$ cat config.mk
export PLATFORM = sky130hd
export DESIGN_NAME = ebe_ssor_ctrl
export DESIGN_NICKNAME = d
export VERILOG_FILES = /design/src/rtl/ebe_ssor_pkg.sv /design/src/rtl/ebe_ssor_ctrl.sv
export SDC_FILE = /design/constraint.sdc
export NUM_CORES = 1
export LEC_CHECK = 0
export ABC_AREA = 1
export CAP_MARGIN = 30
export CELL_PAD_IN_SITES_DETAIL_PLACEMENT = 2
export CELL_PAD_IN_SITES_GLOBAL_PLACEMENT = 2
export CORE_MARGIN = 2
export CORE_UTILIZATION = 25
export DETAILED_ROUTE_END_ITERATION = 10
export DONT_BUFFER_PORTS = 1
export PLACE_DENSITY_LB_ADDON = 0.1
export SETUP_SLACK_MARGIN = 0.15
export SLEW_MARGIN = 0
export SYNTH_ARGS = -nofsm -noshare
export SYNTH_HDL_FRONTEND = slang
export SYNTH_SLANG_ARGS = --single-unit
$ cat constraint.sdc
create_clock -name i_clk -period 1.2 [get_ports i_clk]
set_input_delay 0.12 -clock i_clk [delete_from_list [all_inputs] [get_ports i_clk]]
set_output_delay 0.12 -clock i_clk [all_outputs]
set_load 0.1 [all_outputs]
$ cat src/rtl/ebe_ssor_pkg.sv
// shared types, codes and constants of the triangle sweep block
package ebe_ssor_pkg;

    localparam int DEF_MAX_EQUATIONS = 65536;
    localparam int DEF_FRACTION_BITS = 16;
    localparam int OMEGA_FRAC        = 16;

    localparam int IDX_W      = 16;
    localparam int VAL_W      = 32;
    localparam int CMD_W      = 2;
    localparam int ST_W       = 2;
    localparam int OMEGA_W    = 18;
    localparam int CFG_IDX_W  = 2;
    localparam int CFG_DATA_W = 18;

    localparam logic [CMD_W-1:0] CMD_WRITE = 2'd0;
    localparam logic [CMD_W-1:0] CMD_READ  = 2'd1;
    localparam logic [CMD_W-1:0] CMD_ELEM  = 2'd2;

    localparam logic [ST_W-1:0] ST_OK    = 2'd0;
    localparam logic [ST_W-1:0] ST_RANGE = 2'd1;
    localparam logic [ST_W-1:0] ST_SAT   = 2'd2;

    localparam logic [CFG_IDX_W-1:0] CFG_OMEGA = 2'd0;
    localparam logic [CFG_IDX_W-1:0] CFG_SWEEP = 2'd1;
    localparam logic [CFG_IDX_W-1:0] CFG_NUMEQ = 2'd2;

    localparam logic [OMEGA_W-1:0] OMEGA_RESET = 18'd65536;
    localparam logic [IDX_W-1:0]   NUMEQ_RESET = 16'd65535;

    localparam logic [1:0] ADDR_INDEX = 2'd0;
    localparam logic [1:0] ADDR_NODE0 = 2'd1;
    localparam logic [1:0] ADDR_NODE1 = 2'd2;
    localparam logic [1:0] ADDR_NODE2 = 2'd3;

    localparam logic [1:0] WR_ENTRY  = 2'd0;
    localparam logic [1:0] WR_FIRST  = 2'd1;
    localparam logic [1:0] WR_SECOND = 2'd2;

    localparam logic [2:0] MUL_NONE = 3'd0;
    localparam logic [2:0] MUL_K1   = 3'd1;
    localparam logic [2:0] MUL_K2   = 3'd2;
    localparam logic [2:0] MUL_K3   = 3'd3;
    localparam logic [2:0] MUL_T1   = 3'd4;
    localparam logic [2:0] MUL_TA   = 3'd5;
    localparam logic [2:0] MUL_TB   = 3'd6;

    localparam logic [1:0] NODE0 = 2'd0;
    localparam logic [1:0] NODE1 = 2'd1;
    localparam logic [1:0] NODE2 = 2'd2;

    localparam logic [1:0] COEF_SINGLE = 2'd0;
    localparam logic [1:0] COEF_FIRST  = 2'd1;
    localparam logic [1:0] COEF_SECOND = 2'd2;

    typedef struct packed {
        logic [CMD_W-1:0]        cmd;
        logic [IDX_W-1:0]        index;
        logic signed [VAL_W-1:0] value;
        logic [IDX_W-1:0]        node0;
        logic [IDX_W-1:0]        node1;
        logic [IDX_W-1:0]        node2;
        logic signed [VAL_W-1:0] coef_single;
        logic signed [VAL_W-1:0] coef_pair_first;
        logic signed [VAL_W-1:0] coef_pair_second;
    } t_in_item;

    typedef struct packed {
        logic signed [VAL_W-1:0] read_value;
        logic [ST_W-1:0]         status;
    } t_out_item;

    typedef struct packed {
        logic       load_item;
        logic       rd_en;
        logic [1:0] rd_sel;
        logic       wr_en;
        logic [1:0] wr_sel;
        logic [2:0] mul_sel;
        logic       k_cap;
        logic [1:0] k_sel;
        logic       z_cap;
        logic [1:0] z_sel;
        logic       mid_cap;
        logic       acc_cap;
        logic       dst_cap;
        logic       rdval_cap;
        logic       out_load;
    } t_dp_cmd;

    typedef struct packed {
        logic [CMD_W-1:0] cmd;
        logic             bad;
    } t_dp_stat;

endpackage

$ cat src/rtl/ebe_ssor_ctrl.sv
// controller: sequences reads, multiplies and writes for one item at a time
module ebe_ssor_ctrl (
    input  logic                   i_clk,
    input  logic                   i_rst_n,
    input  logic                   i_in_valid,
    output logic                   o_in_stall,
    output logic                   o_out_valid,
    input  logic                   i_out_stall,
    input  ebe_ssor_pkg::t_dp_stat i_stat,
    output ebe_ssor_pkg::t_dp_cmd  o_cmd
);
    import ebe_ssor_pkg::*;

    localparam logic [3:0] S_IDLE   = 4'd0;
    localparam logic [3:0] S_DECODE = 4'd1;
    localparam logic [3:0] S_WR     = 4'd2;
    localparam logic [3:0] S_RX0    = 4'd3;
    localparam logic [3:0] S_RX1    = 4'd4;
    localparam logic [3:0] S_E0     = 4'd5;
    localparam logic [3:0] S_E1     = 4'd6;
    localparam logic [3:0] S_E2     = 4'd7;
    localparam logic [3:0] S_E3     = 4'd8;
    localparam logic [3:0] S_E4     = 4'd9;
    localparam logic [3:0] S_E5     = 4'd10;
    localparam logic [3:0] S_E6     = 4'd11;
    localparam logic [3:0] S_E7     = 4'd12;
    localparam logic [3:0] S_E8     = 4'd13;
    localparam logic [3:0] S_E9     = 4'd14;
    localparam logic [3:0] S_DONE   = 4'd15;

    logic [3:0] r_state;
    logic [3:0] n_state;
    logic       r_out_valid;
    logic       n_out_valid;
    logic       out_free;

    assign out_free    = !r_out_valid || !i_out_stall;
    assign o_in_stall  = (r_state != S_IDLE);
    assign o_out_valid = r_out_valid;

    always_comb begin
        n_state = r_state;
        o_cmd   = '0;
        case (r_state)
            S_IDLE: begin
                if (i_in_valid) begin
                    o_cmd.load_item = 1'b1;
                    n_state = S_DECODE;
                end
            end
            S_DECODE: begin
                if (i_stat.bad) begin
                    n_state = S_DONE;
                end else begin
                    case (i_stat.cmd)
                        CMD_WRITE: n_state = S_WR;
                        CMD_READ:  n_state = S_RX0;
                        CMD_ELEM:  n_state = S_E0;
                        default:   n_state = S_DONE;
                    endcase
                end
            end
            S_WR: begin
                o_cmd.wr_en  = 1'b1;
                o_cmd.wr_sel = WR_ENTRY;
                n_state = S_DONE;
            end
            S_RX0: begin
                o_cmd.rd_en  = 1'b1;
                o_cmd.rd_sel = ADDR_INDEX;
                n_state = S_RX1;
            end
            S_RX1: begin
                o_cmd.rdval_cap = 1'b1;
                n_state = S_DONE;
            end
            S_E0: begin
                o_cmd.rd_en   = 1'b1;
                o_cmd.rd_sel  = ADDR_NODE0;
                o_cmd.mul_sel = MUL_K1;
                n_state = S_E1;
            end
            S_E1: begin
                o_cmd.rd_en   = 1'b1;
                o_cmd.rd_sel  = ADDR_NODE1;
                o_cmd.z_cap   = 1'b1;
                o_cmd.z_sel   = NODE0;
                o_cmd.k_cap   = 1'b1;
                o_cmd.k_sel   = COEF_SINGLE;
                o_cmd.mul_sel = MUL_K2;
                n_state = S_E2;
            end
            S_E2: begin
                o_cmd.rd_en   = 1'b1;
                o_cmd.rd_sel  = ADDR_NODE2;
                o_cmd.z_cap   = 1'b1;
                o_cmd.z_sel   = NODE1;
                o_cmd.k_cap   = 1'b1;
                o_cmd.k_sel   = COEF_FIRST;
                o_cmd.mul_sel = MUL_K3;
                n_state = S_E3;
            end
            S_E3: begin
                o_cmd.z_cap = 1'b1;
                o_cmd.z_sel = NODE2;
                o_cmd.k_cap = 1'b1;
                o_cmd.k_sel = COEF_SECOND;
                n_state = S_E4;
            end
            S_E4: begin
                o_cmd.mul_sel = MUL_T1;
                n_state = S_E5;
            end
            S_E5: begin
                o_cmd.mid_cap = 1'b1;
                o_cmd.mul_sel = MUL_TA;
                n_state = S_E6;
            end
            S_E6: begin
                o_cmd.acc_cap = 1'b1;
                o_cmd.mul_sel = MUL_TB;
                n_state = S_E7;
            end
            S_E7: begin
                o_cmd.dst_cap = 1'b1;
                n_state = S_E8;
            end
            S_E8: begin
                o_cmd.wr_en  = 1'b1;
                o_cmd.wr_sel = WR_FIRST;
                n_state = S_E9;
            end
            S_E9: begin
                o_cmd.wr_en  = 1'b1;
                o_cmd.wr_sel = WR_SECOND;
                n_state = S_DONE;
            end
            S_DONE: begin
                if (out_free) begin
                    o_cmd.out_load = 1'b1;
                    n_state = S_IDLE;
                end
            end
            default: n_state = S_IDLE;
        endcase
    end

    always_comb begin
        n_out_valid = r_out_valid;
        if (r_out_valid && !i_out_stall) begin
            n_out_valid = 1'b0;
        end
        if (o_cmd.out_load) begin
            n_out_valid = 1'b1;
        end
    end

    always_ff @(posedge i_clk) begin
        if (!i_rst_n) begin
            r_state     <= S_IDLE;
            r_out_valid <= 1'b0;
        end else begin
            r_state     <= n_state;
            r_out_valid <= n_out_valid;
        end
    end

    a_accept_then_busy: assert property (@(posedge i_clk) disable iff (!i_rst_n)
        (i_in_valid && !o_in_stall) |=> (o_in_stall && r_state == S_DECODE))
        else $error("accepted item did not start decode");

    a_result_once: assert property (@(posedge i_clk) disable iff (!i_rst_n)
        o_cmd.out_load |=> (r_state == S_IDLE && r_out_valid))
        else $error("result not presented after load");

    a_no_overwrite: assert property (@(posedge i_clk) disable iff (!i_rst_n)
        o_cmd.out_load |-> out_free)
        else $error("pending result overwritten");

    a_write_pair: assert property (@(posedge i_clk) disable iff (!i_rst_n)
        (r_state == S_E9) |-> ($past(r_state) == S_E8))
        else $error("element second write without first");

    a_no_mem_access_idle: assert property (@(posedge i_clk) disable iff (!i_rst_n)
        (r_state == S_IDLE) |-> (!o_cmd.wr_en && !o_cmd.rd_en))
        else $error("memory access while idle");

endmodule

==> metrics, run 1 <==
die width=48.4 µm; Cells after Synth=95; status=aborted with a tool error; Post-Syn Nets=102; Stopped at=detailed placement; initial core utilization=25.9%; Row Count=16; Post-DP HPWL=2630 µm; GP Congestion=0.763; Synth cell types=15; cell area after synthesis=492 µm²; I/O pin count=30; Die Ht=48.4 µm; I/O Buffers=0; sequential-to-total area share from yosys stat=20.4%; mean post-synth cell area=5.18 µm²; stop err=[ERROR DPL-0033] detailed placement checks failed during check placement.; Yosys reg bits=5; synth warn=0
kinds of logic after synthesis:
logic type	Yosys count	synth area share [%]
AND/OR/NAND/NOR	58	47.8
buffers and inverters	23	20.6
AO/OA/AOI/OAI	9	11.2
flip-flops	5	20.4
synth_stat cells:
master   count  share of area (%)
a21o_1       1                1.5
nor2_1      19                 15
dfxtp_1      5                 20
nand2_2      1                1.3
nand2_1     29                 22
a41oi_1      1                1.8
o21a_1       1                1.5
o22ai_1      1                1.3
a21oi_1      1                1.0
inv_1       19                 15
buf_4        4                6.1
nand3_1      6                6.1
o21ai_0      4                4.1
nor2_2       2                2.5
or2_2        1                1.3
through the flow:
step	hold slack, ps	instances	setup TNS [ps]
3_3_place_gp	219	157	-75.7
2_1_floorplan	218	95	-5330
==> run 2, diff against run 1 <==
==> config.mk (replaced) <==
export PLATFORM = sky130hd
export DESIGN_NAME = ebe_ssor_ctrl
export DESIGN_NICKNAME = d
export VERILOG_FILES = /design/src/rtl/ebe_ssor_pkg.sv /design/src/rtl/ebe_ssor_ctrl.sv
export SDC_FILE = /design/constraint.sdc
export NUM_CORES = 1
export LEC_CHECK = 0
export ABC_AREA = 1
export CAP_MARGIN = 30
export CORE_AREA = 2 2 63 65
export DETAILED_ROUTE_END_ITERATION = 10
export DIE_AREA = 0 0 65 67
export DONT_BUFFER_PORTS = 1
export PLACE_DENSITY_LB_ADDON = 0.15
export SLEW_MARGIN = 0
export SYNTH_ARGS = -nofsm -noshare
export SYNTH_HDL_FRONTEND = slang
export SYNTH_SLANG_ARGS = --single-unit
==> run 2 against run 1 <==
  * The flow now finishes, with violations (setup timing)
  * Synthesized area unchanged
  * Synthesized cell count unchanged
==> metrics, run 2 <==
status=finished, violations left; failing checks=setup timing; Max-slew headroom=81.6%; setup TNS=-3730 ps; drt drc=0; mean post-synth cell area=5.18 µm² (unchanged); Area contributors post-synth=nand2_1 22%, dfxtp_1 20%, inv_1 15%; Synth area leader=nand2_1; clk_skew=1.76 ps; synth warn=0 (unchanged); Tmin final=1460 ps; max reg flops=4; Post-synth EDFFs=0 (unchanged); crit path DAT=1340 ps; placed cell count=174; Max-Cap Viols=0; Cells after Synth=95 (unchanged); initial antenna violation count=0; first-pass GRT wire length=3250 µm; RR Endpoint=r_state[1]; Hold Path Depth=2; delay of the slowest cell on the worst path=360 ps; ANT cells=0; design area=1410 µm²; pwr/cell area=2790 nW/µm²; placed inst area=1140 µm²; Top FF cell, synth=dfxtp_1; total power=3920 µW; crit end category=primary output; H-tree lvl count=1; setup ws final=-259 ps; layout cells sized above 1=66.7%; Yosys reg bits=5 (unchanged); global route total overflow=0; HP Class=in2reg; largest reg by FF count=r_state; Post-Syn Nets=102 (unchanged); Crit path max-delay family=buffers and inverters; nets=146; Req. time, crit path=1080 ps; Slew Viols, Final=0; hold path start=i_rst_n; Setup Viol. Count Final=25; Clock Latency Late Sink=230 ps; CTS tree=built; top cells by count, synth=29 x nand2_1, 19 x inv_1, 19 x nor2_1; Root Buffer Master=clkbuf_8; worst-case hold path end point=r_state[3]; reg2reg start=r_state[1]; I/O Buffers=0 (unchanged); die area=4360 µm²; clk buf depth=2; f_max=685 MHz; initial core utilization=13.6% (-12 points); Routed Antenna Nets=0; total clock sinks=5; R2R depth=10; die width=65 µm (+34%); cell with the most instances after synthesis=nand2_1; sequential-to-total area share from yosys stat=20.4% (unchanged); worst vdd ir=0.000681 V; DR iter-0 viols=15; Synth top area share=22.1% (unchanged); drt total wl=1880 µm; WS Path Type=reg2out; Crit-path slowest cell=dfxtp_4; post-route insts no fill=186; Final Hold Violating Endpoints=0; area growth from synthesis to layout=186%; commonest non-fill, non-tap cells in the layout=20 x buf_12, 19 x nand2_1, 18 x buf_4; Die Ht=67 µm (+39%); vias per cell=3.81; most common cell after layout, fill and taps aside=buf_12; core region area=3610 µm²; Total GRT Usage=9.85%; crit path launch type=register; flop2flop setup slack=-70 ps; Tcrit/Tclk final=122%; vias in the first global route=749; tightest hold margin=6.18 ps; GP Congestion=0.839 (+10%); Leakage=0.000638 µW; async set-reset flop share out of synthesis=0% (unchanged); RSZ-0062 raised after global routing=true; Synth cell types=15 (unchanged); total CTS buffers=3; Post-DP HPWL=1490 µm (-44%); CP Max Fanout=4; WP buf/inv=3; CP cell instances=buf_6 -> nor2_4 -> buf_12 -> nand2_4 -> nor2_4 -> buf_12; Worst-Margin Slew=278 ps; DR WL/cell=10.1 µm; largest net degree at the start of global routing=9; clk slew on worst S/H paths=40 ps; First-pass DRT Iterations=3; I/O pin count=30 (unchanged); cell area after synthesis=492 µm² (unchanged); via count=708; Row Count=22 (+6)
[run 2: worst max-delay path by stage]
stage	from	end	slack (ps)	depth (start not counted)
6_report	r_state[1]	o_cmd[20]	-260	6
4_1_cts	r_state[3]	o_cmd[10]	-290	7
5_1_grt	r_state[3]	o_cmd[10]	-320	7
2_1_floorplan	r_state[2]	o_cmd[10]	-720	7
3_5_place_dp	r_state[3]	o_cmd[16]	-160	4
3_3_place_gp	r_state[3]	o_cmd[16]	-150	4
[run 2: cell families after synthesis]
logic type	synth area share, %
AO/OA/AOI/OAI	11.2
buffers and inverters	20.6
flip-flops	20.4
AND/OR/NAND/NOR	47.8
[run 2: report_power, final]
group | internal (µW) | leakage, µW | switching, µW
clock network | 229 | 0.0000228 | 92.5
registers | 246 | 0.0000442 | 103
logic | 1200 | 0.000571 | 2050
total | 1670 | 0.000638 | 2250
[run 2: area by class of cell]
cell class | instances | area, µm²
clock buffer | 4 | 45.0
fill | 372 | 2200
inverter | 19 | 87.6
multi-input combinational | 67 | 505
sequential | 5 | 116
tap | 48 | 60.1
timing repair buffer | 43 | 591
[run 2: layer usage]
layer | vias to the layer above | wire length, µm | GRT usage [%]
li1 | 369 | - | -
met1 | 314 | 709 | 9.94
met2 | 20 | 1040 | 19.3
met3 | 5 | 94 | 1.69
met4 | 0 | 35 | 4.79
met5 | - | 0 | 0
[run 2: stage by stage]
stage,setup slack [ps],utilization [%]
finish,-259,39.0
global route,-325,39.0
global placement,-149,31.7
detailed placement,-160,31.7
CTS,-288,38.0
floorplan,-716,-
[run 2: timing repair]
| item | CTS | global route |
|---|---|---|
| gates resized for setup | 38 | 7 |
| buffers inserted | 5 | 2 |
| hold endpoints to repair | 2 | 0 |
| setup endpoints to repair | 26 | 26 |
| hold buffers | 1 | 0 |
| pin swaps | 4 | 6 |
No activity file was read; power rests on OpenSTA's default activity.
==> run 3, diff against run 2 <==
--- a/config.mk
+++ b/config.mk
@@ -11,6 +11,7 @@
 export DETAILED_ROUTE_END_ITERATION = 10
 export DIE_AREA = 0 0 65 67
 export DONT_BUFFER_PORTS = 1
+export GPL_TIMING_DRIVEN = 0
 export PLACE_DENSITY_LB_ADDON = 0.15
 export SLEW_MARGIN = 0
 export SYNTH_ARGS = -nofsm -noshare
==> run 3 against run 2 <==
  * The flow still finishes with violations (setup timing)
  * Cell count decreased by 11%
  * First-iteration DRC count up 20%
  * Critical path type unchanged
  * Clock skew up 0.82 ps
==> metrics, run 3 (same netlist as run 2, synthesis figures left out) <==
total CTS buffers=3 (unchanged); clk buf depth=2 (unchanged); initial core utilization=13.6% (unchanged); Max-Cap Viols=0 (unchanged); drt drc=0 (unchanged); layout cells sized above 1=55.6% (-11 points); Row Count=22 (unchanged); ANT cells=0 (unchanged); DR WL/cell=10.6 µm (+4.8%); Clock Latency Late Sink=220 ps (about the same); CP cell instances=inv_4 -> nor2_4 -> inv_2 -> nor2_4 -> inv_2 -> o21ai_4 -> buf_12; vias per cell=3.76 (-1.1%); failing checks=setup timing; die width=65 µm (unchanged); delay of the slowest cell on the worst path=500 ps (+140 ps); hold path start=i_rst_n; RSZ-0062 raised after global routing=true; RR Endpoint=r_state[1]; First-pass DRT Iterations=4 (+1); flop2flop setup slack=-550 ps (-480 ps); most common cell after layout, fill and taps aside=nand2_1; GP Congestion=0.686 (-18%); CP Max Fanout=3 (-1); f_max=480 MHz (-30%); drt total wl=1750 µm (-7.1%); met3 routed WL=110 µm (+17%); Setup Viol. Count Final=26 (+4.0%); first-pass GRT wire length=2880 µm (-11%); Routed Antenna Nets=0 (unchanged); reg2reg start=r_state[2]; HP Class=in2reg; status=finished, violations left; crit path DAT=1960 ps (+620 ps); Final Hold Violating Endpoints=0 (unchanged); DR iter-0 viols=18 (+3); met2 WL=941 µm (-9.7%); crit path launch type=register; total clock sinks=5 (unchanged); max reg flops=4 (unchanged); Die Ht=67 µm (unchanged); Tmin final=2080 ps (+623 ps); Root Buffer Master=clkbuf_8; area growth from synthesis to layout=124%; die area=4360 µm² (unchanged); R2R depth=11 (+1); Post-DP HPWL=1400 µm (-6.1%); largest net degree at the start of global routing=9 (unchanged); global route total overflow=0 (unchanged); Slew Viols, Final=0 (unchanged); Crit path max-delay family=simple AND/OR/NAND/NOR gates; crit end category=primary output; largest reg by FF count=r_state; vias in the first global route=636 (-15%); via count=621 (-12%); commonest non-fill, non-tap cells in the layout=21 x nand2_1, 12 x nor2_4, 10 x inv_1; Crit-path slowest cell=nor2_4; Worst-Margin Slew=762 ps (+484 ps); Total GRT Usage=8.62% (-1.2 points); WS Path Type=reg2out; I/O pin count=30 (unchanged); WP buf/inv=4 (+1); Hold Path Depth=2 (unchanged); worst-case hold path end point=r_state[1]; nets=125 (-14%); core region area=3610 µm² (unchanged); setup ws final=-882 ps (-623 ps); top layer in use=met4; clk_skew=2.58 ps (+0.820 ps); CTS tree=built; Req. time, crit path=1080 ps (about the same); I/O Buffers=0 (unchanged); H-tree lvl count=1 (unchanged); Tcrit/Tclk final=174% (+52 points); initial antenna violation count=0 (unchanged); clk slew on worst S/H paths=40 ps (about the same); dpl ws=-834 ps (-674 ps); M1 WL=688 µm (-3.0%); Max-slew headroom=49.0% (-33 points)
## run 3: layer usage
metal	up-vias	global-route usage, %
met5	-	0
met4	0	3.19
met3	2	2.36
met2	18	14.9
met1	270	10.1
li1	331	-
## run 3: metrics by stage
stage               std cells  utilization [%]  hold slack, ps  setup TNS [ps]  area (µm²)
floorplan                  95                -             218           -6170         676
global placement          143             20.4             223           -9350         736
detailed placement        148             22.5             223           -7640         811
CTS                       159             27.9           0.785          -10420        1010
global route              165             30.5            18.3          -12670        1100
finish                    165             30.5            1.84          -10920        1100
## run 3: cell type report
class / instances / area (µm²)
Buffer: 4 / 71.3
Clock buffer: 4 / 45.0
Fill cell: 400 / 2500
Inverter: 19 / 97.6
Multi-Input combinational cell: 67 / 499
Sequential cell: 5 / 116
Tap cell: 48 / 60.1
Timing Repair Buffer: 18 / 211
## run 3: worst max path at each step
stage | from | end | slack [ps] | cells after the start
after floorplan | r_state[2] | o_cmd[10] | -720 | 7
after global placement | r_state[2] | o_cmd[10] | -810 | 7
after detailed placement | r_state[2] | o_cmd[10] | -830 | 7
after CTS | r_state[2] | o_cmd[10] | -900 | 7
after global routing | r_state[2] | o_cmd[10] | -950 | 7
final | r_state[2] | o_cmd[10] | -880 | 7
## run 3: what timing repair did
action | CTS | global route
hold buffers | 1 | 0
gates cloned | 0 | 0
buffers inserted | 6 | 8
hold endpoints to repair | 2 | 0
endpoints found under the setup margin | 26 | 26
pin swaps | 5 | 3
resized for setup | 29 | 11
Power of run 3 is left out: the tool's default activity adds up to more than one toggle a clock period on the data nets, which glitch-free logic cannot reach.
==> run 4, diff against run 3 <==
--- a/config.mk
+++ b/config.mk
@@ -8,6 +8,7 @@
 export ABC_AREA = 1
 export CAP_MARGIN = 30
 export CORE_AREA = 2 2 63 65
+export CTS_BUF_LIST = sky130_fd_sc_hd__clkbuf_8
 export DETAILED_ROUTE_END_ITERATION = 10
 export DIE_AREA = 0 0 65 67
 export DONT_BUFFER_PORTS = 1
==> run 4 against run 3 <==
  * Hold slack got worse by 0.92 ps
  * Sequential share of layout area increased by 0.18 points
  * Flip-flop and latch count unchanged
  * Critical path type unchanged
  * The run still ends with setup timing left
==> metrics, run 4 (same netlist as run 2, synthesis figures left out) <==
H-tree lvl count=1 (unchanged); DR iter-0 viols=12 (-6); DR WL/cell=10.6 µm (-0.16%); I/O pin count=30 (unchanged); Hold Path Depth=2 (unchanged); WS Path Type=reg2out; Setup Viol. Count Final=26 (unchanged); Final Hold Violating Endpoints=0 (unchanged); f_max=479 MHz (-0.34%); Root Buffer Master=clkbuf_8; setup ws final=-889 ps (-7.05 ps); fill count=402 (+0.50%); crit end category=primary output; failing checks=setup timing; CP cell instances=inv_4 -> nor2_4 -> inv_2 -> nor2_4 -> inv_2 -> o21ai_4 -> buf_12; layout cells sized above 1=54.8% (-0.77 points); GP Congestion=0.686 (unchanged); initial core utilization=13.6% (unchanged); delay of the slowest cell on the worst path=500 ps (about the same); Max-slew headroom=49.0% (about the same); Max-Cap Viols=0 (unchanged); Clock Latency Late Sink=220 ps (about the same); worst-case hold path end point=r_state[1]; reg2reg start=r_state[2]; RR Endpoint=r_state[1]; crit path launch type=register; initial antenna violation count=0 (unchanged); HP Class=in2reg; via count=622 (+0.16%); Slew Viols, Final=0 (unchanged); first-pass GRT wire length=2880 µm (unchanged); Tcrit/Tclk final=174% (+0.59 points); largest reg by FF count=r_state; First-pass DRT Iterations=4 (unchanged); vias per cell=3.82 (+1.4%); Post-DP HPWL=1400 µm (unchanged); clk slew on worst S/H paths=40 ps (about the same); Total GRT Usage=8.62% (unchanged); largest net degree at the start of global routing=9 (unchanged); die area=4360 µm² (unchanged); total CTS buffers=3 (unchanged); ANT cells=0 (unchanged); clk buf depth=2 (unchanged); commonest non-fill, non-tap cells in the layout=21 x nand2_1, 12 x nor2_4, 11 x inv_1; nets=123 (-1.6%); Row Count=22 (unchanged); area growth from synthesis to layout=120%; vias in the first global route=636 (unchanged); flop2flop setup slack=-550 ps (about the same); Crit-path slowest cell=nor2_4; hold path start=i_rst_n; max reg flops=4 (unchanged); core region area=3610 µm² (unchanged); tightest hold margin=0.913 ps (-0.923 ps); global route total overflow=0 (unchanged); die width=65 µm (unchanged); status=finished, violations left; post-route insts no fill=163 (-1.2%); placed cell count=148 (unchanged); CTS tree=built; RSZ-0062 raised after global routing=true; I/O Buffers=0 (unchanged); Routed Antenna Nets=0 (unchanged); Worst-Margin Slew=762 ps (-0.280 ps); Die Ht=67 µm (unchanged); Tmin final=2090 ps (+7.05 ps); drt drc=0 (unchanged); Req. time, crit path=1080 ps (about the same); most common cell after layout, fill and taps aside=nand2_1; crit path DAT=1970 ps (about the same); drt total wl=1720 µm (-1.4%); clk_skew=1.76 ps (-0.819 ps); CP Max Fanout=3 (unchanged); total clock sinks=5 (unchanged); R2R depth=11 (unchanged)
==> run 4: worst max path at each step <==
stage	from	end	slack, ps
2_1_floorplan	r_state[2]	o_cmd[10]	-720
3_3_place_gp	r_state[2]	o_cmd[10]	-810
3_5_place_dp	r_state[2]	o_cmd[10]	-830
4_1_cts	r_state[2]	o_cmd[10]	-900
5_1_grt	r_state[2]	o_cmd[10]	-950
6_report	r_state[2]	o_cmd[10]	-890
==> run 4: through the flow <==
step,TNS (ps),setup WS (ps),instance area (µm²),utilization (%)
4_1_cts,-10470,-903,1000,27.9
3_3_place_gp,-9350,-813,736,20.4
2_1_floorplan,-6170,-716,676,-
3_5_place_dp,-7640,-834,811,22.5
5_1_grt,-12790,-949,1080,30.0
6_report,-11000,-889,1080,30.0
==> run 4: timing repair <==
action	CTS	global route
hold buffers	1	0
pin swaps	5	3
setup buffers	6	6
endpoints found under the setup margin	26	26
gates resized for setup	28	10
hold endpoints to repair	2	0
==> run 4: per-layer routing <==
layer / routed length (µm) / up-vias / global-route usage (%) / share of wire, %
met2: 952 / 18 / 14.9 / 55
met1: 653 / 272 / 10.1 / 38
li1: - / 330 / - / -
met4: 8 / 0 / 3.19 / 0.46
met5: 0 / - / 0 / 0
met3: 111 / 2 / 2.36 / 6.4
==> run 4: cell type report <==
class / count / area (µm²) / area share, %
plain buffers: 4 / 71.3 / 6.59
clock buffers: 3 / 41.3 / 3.82
clock inverters: 1 / 3.75 / 0.347
inverters: 19 / 95.1 / 8.79
multi-input cells: 67 / 502 / 46.4
flip-flops and latches: 5 / 116 / 10.8
well taps: 48 / 60.1 / 5.55
repair buffers: 16 / 193 / 17.8
==> run 4: worst max-delay path, delay by kind of cell, from the launching register on <==
kind,cells,cell delay [ps]
buf+inv,4,480
simple gates,2,590
flops,1,360
compound gates,1,320
Power of run 4 is left out for the same reason.
